$ cat src/rtl/agsc_pkg.sv
// Shared types, constants and functions for the additive generator stream cipher.
package agsc_pkg;

    localparam int          PTR_W     = 6;
    localparam int          CNT_W     = 16;
    localparam int          WORD_W    = 32;
    localparam int          BYTE_W    = 8;

    localparam logic [WORD_W-1:0] LCG_MUL   = 32'd60554741;
    localparam logic [WORD_W-1:0] LCG_ADD   = 32'd937642419;
    localparam logic [WORD_W-1:0] LCG_START = 32'd6457513;

    localparam logic [PTR_W-1:0] LAG_TOP   = 6'd55;
    localparam logic [PTR_W-1:0] LAG_SHORT = 6'd24;

    // Counter values for the seeding phases; FILL_LAST is the last fill address, counted up from zero.
    localparam logic [CNT_W-1:0] WARM_LOAD = 16'd1000;   // 1000 advances plus one prefetch
    localparam logic [CNT_W-1:0] FILL_LAST = 16'd62;
    localparam logic [CNT_W-1:0] MIX_LOAD  = 16'd44443;
    localparam logic [CNT_W-1:0] KEY_LOAD  = 16'd33333;  // 33333 advances plus one prefetch
    localparam logic [CNT_W-1:0] KMIX_LOAD = 16'd999;
    localparam logic [CNT_W-1:0] TAIL_LOAD = 16'd5499;

    typedef enum logic [3:0] {
        S_IDLE,
        S_WARM,
        S_FILL,
        S_MIX,
        S_KEY,
        S_KMIX,
        S_TAIL,
        S_FIRST,
        S_RUN
    } t_state;

    function automatic logic [WORD_W-1:0] lcg_next(input logic [WORD_W-1:0] w);
        lcg_next = LCG_ADD + LCG_MUL * w;
    endfunction

    // Lagged sum folded to its absolute value; 0x80000000 maps to itself.
    function automatic logic [WORD_W-1:0] gen_word(input logic [WORD_W-1:0] a,
                                                   input logic [WORD_W-1:0] b,
                                                   input logic [WORD_W-1:0] extra);
        logic [WORD_W-1:0] sum;
        sum = a + b + extra;
        gen_word = sum[WORD_W-1] ? (~sum + 32'd1) : sum;
    endfunction

endpackage

$ cat src/rtl/agsc_ram.sv
// Generic RAM: one write port, two registered read ports.
module agsc_ram #(
    parameter  int WIDTH = 32,
    parameter  int DEPTH = 64,
    localparam int AW    = $clog2(DEPTH)
) (
    input  logic             i_clk,
    input  logic             i_we,
    input  logic [AW-1:0]    i_waddr,
    input  logic [WIDTH-1:0] i_wdata,
    input  logic [AW-1:0]    i_raddr_a,
    output logic [WIDTH-1:0] o_rdata_a,
    input  logic [AW-1:0]    i_raddr_b,
    output logic [WIDTH-1:0] o_rdata_b
);

    logic [WIDTH-1:0] r_mem [DEPTH];

    always_ff @(posedge i_clk) begin
        if (i_we) begin
            r_mem[i_waddr] <= i_wdata;
        end
        o_rdata_a <= r_mem[i_raddr_a];
        o_rdata_b <= r_mem[i_raddr_b];
    end

endmodule

$ cat src/rtl/additive_generator_stream_cipher.sv
// Byte stream cipher: data XOR keystream from a 55/24 lagged additive generator.
// One table read-modify-write per byte; each byte is registered in the input stage,
// then XORed into the output register. One byte per cycle once seeded, unless stalled.
// The first byte starts keyed seeding: LCG and generator steps, one per cycle
// through the table RAM, before that byte's own step.
// Reset (sync, active low) clears control, pointers and key; table RAM is not cleared.
module additive_generator_stream_cipher
    import agsc_pkg::*;
#(
    parameter int TABLE_WORDS = 64
) (
    input  logic              i_clk,
    input  logic              i_rst_n,
    input  logic              i_cfg_we,
    input  logic [WORD_W-1:0] i_cfg_wdata,
    input  logic              i_s_axis_tvalid,
    output logic              o_s_axis_tready,
    input  logic [BYTE_W-1:0] i_s_axis_tdata,   // [7:0] data_in
    output logic              o_m_axis_tvalid,
    input  logic              i_m_axis_tready,
    output logic [BYTE_W-1:0] o_m_axis_tdata    // [7:0] data_out
);

    localparam int AW = $clog2(TABLE_WORDS);

    t_state            r_state, n_state;
    logic [CNT_W-1:0]  r_cnt, n_cnt;
    logic [PTR_W-1:0]  r_long, n_long;
    logic [PTR_W-1:0]  r_short, n_short;
    logic [WORD_W-1:0] r_lcg, n_lcg;
    logic [WORD_W-1:0] r_stream_key;
    logic              r_s1_valid, n_s1_valid;
    logic [BYTE_W-1:0] r_s1_data;
    logic              r_out_valid, n_out_valid;
    logic [BYTE_W-1:0] r_out_data;

    logic              accept;
    logic              s1_go;
    logic              gen_step;
    logic              item_step;
    logic [PTR_W-1:0]  dec_long, dec_short;
    logic [WORD_W-1:0] extra;
    logic              ram_we;
    logic [AW-1:0]     ram_waddr;
    logic [WORD_W-1:0] ram_wdata;
    logic [WORD_W-1:0] rd_long, rd_short;

    assign s1_go  = r_s1_valid && (!r_out_valid || i_m_axis_tready);
    assign accept = i_s_axis_tvalid && o_s_axis_tready;

    always_comb begin
        o_s_axis_tready = 1'b0;
        if (r_state == S_IDLE) begin
            o_s_axis_tready = 1'b1;
        end else if (r_state == S_RUN) begin
            o_s_axis_tready = !r_s1_valid || s1_go;
        end
    end

    // Pointer decrement with wrap back to the top lag.
    always_comb begin
        dec_long  = r_long - 6'd1;
        dec_short = r_short - 6'd1;
        if (dec_short == '0) begin
            dec_short = LAG_TOP;
        end else if (dec_long == '0) begin
            dec_long = LAG_TOP;
        end
    end

    always_comb begin
        n_state   = r_state;
        n_cnt     = r_cnt;
        n_lcg     = r_lcg;
        gen_step  = 1'b0;
        item_step = 1'b0;
        extra     = '0;
        ram_we    = 1'b0;
        ram_waddr = AW'(r_long);
        ram_wdata = r_lcg;
        unique case (r_state)
            S_IDLE: begin
                if (accept) begin
                    n_state = S_WARM;
                    n_cnt   = WARM_LOAD;
                    n_lcg   = LCG_START;
                end
            end
            S_WARM: begin
                n_lcg = lcg_next(r_lcg);
                if (r_cnt == '0) begin
                    n_state = S_FILL;
                end else begin
                    n_cnt = r_cnt - 16'd1;
                end
            end
            S_FILL: begin
                n_lcg     = lcg_next(r_lcg);
                ram_we    = (r_cnt < CNT_W'(TABLE_WORDS));
                ram_waddr = AW'(r_cnt);
                if (r_cnt == FILL_LAST) begin
                    n_state = S_MIX;
                    n_cnt   = MIX_LOAD;
                end else begin
                    n_cnt = r_cnt + 16'd1;
                end
            end
            S_MIX: begin
                gen_step = 1'b1;
                if (r_cnt == '0) begin
                    n_state = S_KEY;
                    n_cnt   = KEY_LOAD;
                    n_lcg   = r_stream_key;
                end else begin
                    n_cnt = r_cnt - 16'd1;
                end
            end
            S_KEY: begin
                n_lcg = lcg_next(r_lcg);
                if (r_cnt == '0) begin
                    n_state = S_KMIX;
                    n_cnt   = KMIX_LOAD;
                end else begin
                    n_cnt = r_cnt - 16'd1;
                end
            end
            S_KMIX: begin
                // r_lcg already holds the advanced word for this step
                gen_step = 1'b1;
                extra    = r_lcg;
                n_lcg    = lcg_next(r_lcg);
                if (r_cnt == '0) begin
                    n_state = S_TAIL;
                    n_cnt   = TAIL_LOAD;
                end else begin
                    n_cnt = r_cnt - 16'd1;
                end
            end
            S_TAIL: begin
                gen_step = 1'b1;
                if (r_cnt == '0) begin
                    n_state = S_FIRST;
                end else begin
                    n_cnt = r_cnt - 16'd1;
                end
            end
            S_FIRST: begin
                gen_step  = 1'b1;
                item_step = 1'b1;
                n_state   = S_RUN;
            end
            S_RUN: begin
                gen_step  = accept;
                item_step = accept;
            end
            default: begin
                n_state = S_IDLE;
            end
        endcase

        if (gen_step) begin
            ram_we    = 1'b1;
            ram_waddr = AW'(r_long);
            ram_wdata = gen_word(rd_long, rd_short, extra);
        end
    end

    // Reads address the next pointers so the words are ready for the next step.
    always_comb begin
        n_long  = r_long;
        n_short = r_short;
        if (r_state == S_TAIL && r_cnt == '0) begin
            n_long  = LAG_TOP;
            n_short = LAG_SHORT;
        end else if (gen_step) begin
            n_long  = dec_long;
            n_short = dec_short;
        end
    end

    always_comb begin
        n_s1_valid = r_s1_valid;
        if (item_step) begin
            n_s1_valid = 1'b1;
        end else if (s1_go) begin
            n_s1_valid = 1'b0;
        end
        n_out_valid = r_out_valid;
        if (s1_go) begin
            n_out_valid = 1'b1;
        end else if (i_m_axis_tready) begin
            n_out_valid = 1'b0;
        end
    end

    agsc_ram #(
        .WIDTH (WORD_W),
        .DEPTH (TABLE_WORDS)
    ) u_table (
        .i_clk     (i_clk),
        .i_we      (ram_we),
        .i_waddr   (ram_waddr),
        .i_wdata   (ram_wdata),
        .i_raddr_a (AW'(n_long)),
        .o_rdata_a (rd_long),
        .i_raddr_b (AW'(n_short)),
        .o_rdata_b (rd_short)
    );

    always_ff @(posedge i_clk) begin
        if (!i_rst_n) begin
            r_state      <= S_IDLE;
            r_cnt        <= '0;
            r_long       <= LAG_TOP;
            r_short      <= LAG_SHORT;
            r_stream_key <= '0;
            r_s1_valid   <= 1'b0;
            r_out_valid  <= 1'b0;
        end else begin
            r_state     <= n_state;
            r_cnt       <= n_cnt;
            r_long      <= n_long;
            r_short     <= n_short;
            r_s1_valid  <= n_s1_valid;
            r_out_valid <= n_out_valid;
            if (i_cfg_we) begin
                r_stream_key <= i_cfg_wdata;
            end
        end
    end

    always_ff @(posedge i_clk) begin
        r_lcg <= n_lcg;
        if (accept) begin
            r_s1_data <= i_s_axis_tdata;
        end
        if (s1_go) begin
            // keystream byte is bits 10..3 of the word at the new long pointer
            r_out_data <= r_s1_data ^ rd_long[10:3];
        end
    end

    assign o_m_axis_tvalid = r_out_valid;
    assign o_m_axis_tdata  = r_out_data;

`ifndef SYNTHESIS
    a_ptr_range: assert property (@(posedge i_clk) disable iff (!i_rst_n)
        (r_long != '0) && (r_long <= LAG_TOP) && (r_short != '0) && (r_short <= LAG_TOP))
        else $error("lag pointer out of range");

    a_ptr_apart: assert property (@(posedge i_clk) disable iff (!i_rst_n)
        r_long != r_short)
        else $error("long and short pointers collide");

    a_no_rw_overlap: assert property (@(posedge i_clk) disable iff (!i_rst_n)
        (gen_step) |-> (AW'(r_long) != AW'(n_long)) && (AW'(r_long) != AW'(n_short)))
        else $error("table write hits an address read in the same cycle");

    a_busy_seeding: assert property (@(posedge i_clk) disable iff (!i_rst_n)
        (r_state != S_IDLE && r_state != S_RUN) |-> !o_s_axis_tready)
        else $error("input ready during seeding");

    a_s1_from_step: assert property (@(posedge i_clk) disable iff (!i_rst_n)
        $rose(r_s1_valid) |-> $past(item_step))
        else $error("stage valid without a generator step");
`endif

endmodule

$ cat config.mk
export PLATFORM = sky130hd
export DESIGN_NAME = additive_generator_stream_cipher
export DESIGN_NICKNAME = d
export VERILOG_FILES = /design/src/rtl/agsc_pkg.sv /design/src/rtl/agsc_ram.sv /design/src/rtl/additive_generator_stream_cipher.sv
export SDC_FILE = /design/constraint.sdc
export NUM_CORES = 2
export LEC_CHECK = 0
export BUFFER_PORTS_ARGS = -buffer_cell sky130_fd_sc_hd__buf_2
export CAP_MARGIN = 20
export CORE_UTILIZATION = 60
export CTS_CLUSTER_DIAMETER = 30
export DETAILED_ROUTE_END_ITERATION = 16
export MAX_ROUTING_LAYER = met4
export PLACE_DENSITY = 0.75
export RECOVER_POWER = 25
export SETUP_SLACK_MARGIN = 0.02
export SLEW_MARGIN = 10
export SYNTH_ARGS = -nofsm -noshare
export SYNTH_HDL_FRONTEND = slang
export SYNTH_HIERARCHICAL = 1
export SYNTH_SLANG_ARGS = --single-unit
$ cat constraint.sdc
create_clock -name i_clk -period 11.35 [get_ports i_clk]
set_input_delay 2.27 -clock i_clk [delete_from_list [all_inputs] [get_ports i_clk]]
set_output_delay 2.27 -clock i_clk [all_outputs]
set_load 0.02 [all_outputs]
==> parameters.txt <==
Parameter                              Value

Outcome
  Outcome    finished with violations
  Failing checks    max-capacitance violations, max-slew violations

Global routing
  Wire length of the first global-routing pass    530000 um
  Vias in the first global route    between 70000 and 80000
  Total global routing overflow    0
  Largest net degree at the start of global routing    107
  Tot GR Track Use    40.2%
  Antenna violations before repair    15

Routing
  # DRC    0
  Total vias in the final route    73100
  Avg Vias per Cell    7.52
  TritonRoute pass-1 iters    6
  Post-DRT Antenna Nets    0
  Number of DRC violations after detailed-routing iteration 0    11500
  Routed wire length    about 370000 um
  Routed wirelength normalized by instance count    38.3 um

Timing
  Number of max-slew violations in the final report    approximately 1500
  Post-layout minimum cycle time    9.00 ns
  Worst hold-check slack    approximately 0.5 ns
  Worst slew margin    -188%
  Setup WS post-layout    about 2.4 ns
  Total setup violations reported at the end of the flow    0
  Period Utilization, post-route    79.3%
  Setup repair after global routing missed its margin    no
  Highest Clock Rate    ~110 MHz
  Hold violation total from the final report    0
  Setup_tns    0 ns
  Worst Tran Pin Value    4.32 ns
  Clock Skews    roughly 0.10 ns

Logic synthesis
  Cell taking the most area after synthesis    edfxtp_1
  Leading cell type by number of instances after synthesis    edfxtp_1
  Mapped cell area    0.115 mm2
  Number of enable-type register cells in the synthesized netlist    2096
  Synth Register Bits    2226
  Seq/Total Area, Yosys    56.9%
  Most used flip-flop cell after synthesis    edfxtp_1
  Mapped Avg Cell Area    17.5 um2
  Synthesis Warnings    6
  Commonest cells in the synthesized netlist    2096 x edfxtp_1, 1124 x mux4_2, 443 x inv_1, 284 x fa_1, 240 x mux2i_1
  Syn nets    7122
  Post-synthesis cell count    between 6000 and 7000
  Unique masters post-synth    87
  Top cell type's share of synthesized area    54.7%
  Async S/R FF share, synth    0%
  Cells taking the most area after synthesis    edfxtp_1 55%, mux4_2 22%, fa_1 4.9%, dfxtp_1 2.3%, ha_1 2.1%

CTS
  Post-CTS setup buffer count    0
  Clock buffers created by TritonCTS    430
  Post-CTS resize count    0
  Clock transition at the registers of the reported paths    0.05 ns
  Clock Root Buffer    clkbuf_16
  Insertion delay of the later-clocked pin in the worst-skew pair    between 1 and 1.5 ns
  Total of hold buffers inserted after clock tree synthesis    0
  TritonCTS clock tree    built
  Deepest level of the CTS H-tree    5
  Sinks on Clock Net    2226
  Maximum number of buffers from clock root to sink    4

Floorplanning
  # IOs    55
  Area enclosed by the die boundary    between 0.15 and 0.2 mm2
  Die Width    440 um
  Starting utilization of the core area    between 60 and 70%
  Die span in y    440 um
  CORE AREA    between 0.15 and 0.2 mm2
  Number of standard-cell rows in the floorplan    160

Setup path
  RR Startpoint    r_state[1]
  Crit path max fanout    64
  R2R Path End    u_table/o_rdata_a[1]
  Critical path destination    u_table/r_mem[15][0]
  Startpoint class of the critical path    primary input
  Endpoint class of the critical path    flip-flop
  Worst reg2reg path depth    17
  Crit path launch    i_m_axis_tready
  Crit Path Class    in2reg
  Worst EP arrival    about 9.3 ns
  Worst setup slack for register-to-register paths    2.81 ns
  Critical path required time    11.64 ns

Placed design
  Detailed placement HPWL    208000 um
  Worst Setup Slack post-DPL    3.46 ns
  Gp weighted congestion    0.944
  Port buffer count    54

Hold path
  Path category of the worst min-delay check    reg2reg

Run
  Number of max-cap violations    55

Final layout
  Share of cells above drive strength 1    30.5%
  Growth of design area from synthesis to finish    16.1%
  Post-layout nets    7372
==> stage by stage <==
step / area, um2 / instances / utilization (%)
final: 134000 / 9729 / 70.2
after global routing: 134000 / 9725 / 70.2
after CTS: 134000 / 9709 / 70.4
after detailed placement: 119000 / 8923 / 62.6
after global placement: 119000 / 8919 / 62.6
after floorplan: 115000 / 6597 / -
==> registers in the layout (all words and copies together) (netlist names) <==
| name | cells |
|---|---|
| r_stream_key | 32 |
| r_long | 6 |
| r_s1_valid | 1 |
| u_table/o_rdata_b | 32 |
| r_cnt | 16 |
| r_s1_data | 8 |
| u_table/o_rdata_a | 32 |
| r_state | 4 |
| r_lcg | 32 |
| o_m_axis_tvalid | 1 |
| r_short | 6 |
| o_m_axis_tdata | 8 |
| u_table/r_mem | 2048 |
==> layout make-up <==
cell class,instances,area [um2]
Clock inverter,303,3540
Inverter,444,1670
Antenna cell,17,42.5
Multi-Input combinational cell,3500,46700
Sequential cell,2226,65500
Clock buffer,483,11200
Tap cell,2511,3140
Timing Repair Buffer,245,1850
Fill cell,11300,56700
==> cells in the final DEF (no fill, tap or decap), types with 129 or more instances in the layout <==
master	instances
ha_1	196
a21oi_1	152
clkbuf_16	434
dfxtp_1	129
mux4_2	1124
mux2i_1	240
inv_1	443
nand2_1	224
nor2_1	169
edfxtp_1	2096
fa_1	284
==> how the worst min path moves through the flow <==
stage                        to  depth (start not counted)  slack [ns]             start
2_1_floorplan  r_stream_key[10]                          2        0.46  r_stream_key[10]
3_3_place_gp   r_stream_key[12]                          2        0.48  r_stream_key[12]
3_5_place_dp   r_stream_key[29]                          2        0.48  r_stream_key[29]
4_1_cts        r_stream_key[10]                          2        0.50  r_stream_key[10]
5_1_grt         r_stream_key[2]                          2        0.52   r_stream_key[2]
6_report       r_stream_key[10]                          2        0.50  r_stream_key[10]
==> worst max-delay path, stage by stage <==
cell and delay (ns):
buf_2 0.10, nor2b_1 0.25, a31oi_1 0.16, and2_0 0.38, nand2_1 0.26, o31a_1 1.24
clkbuf_1 1.89, nand2_1 0.13, o21ai_0 0.17, clkbuf_1 2.32
==> cells by family (layout without fill, tap and decap cells) <==
family,after synthesis,in the layout,share of synthesized area [%]
flip-flops,2226,2226,56.9
XOR/XNOR,138,138,1.06
buffers and inverters,871,1475,3.23
other,0,17,0
AO/OA/AOI/OAI,753,753,4.34
adder cells (fa/ha/maj),480,480,7.07
multiplexers,1401,1401,24.4
AND/OR/NAND/NOR,728,728,2.95
==> metal layers <==
metal	up-vias	track usage, %	routed length, um
li1	27400	-	-
met1	37300	50.4	122000
met2	6907	57.8	168000
met3	1553	13.9	58700
met4	0	21.8	24500
met5	-	-	0
Power is not shown: default switching activity piles up to over one toggle a cycle in this logic, so the estimate is an artifact.
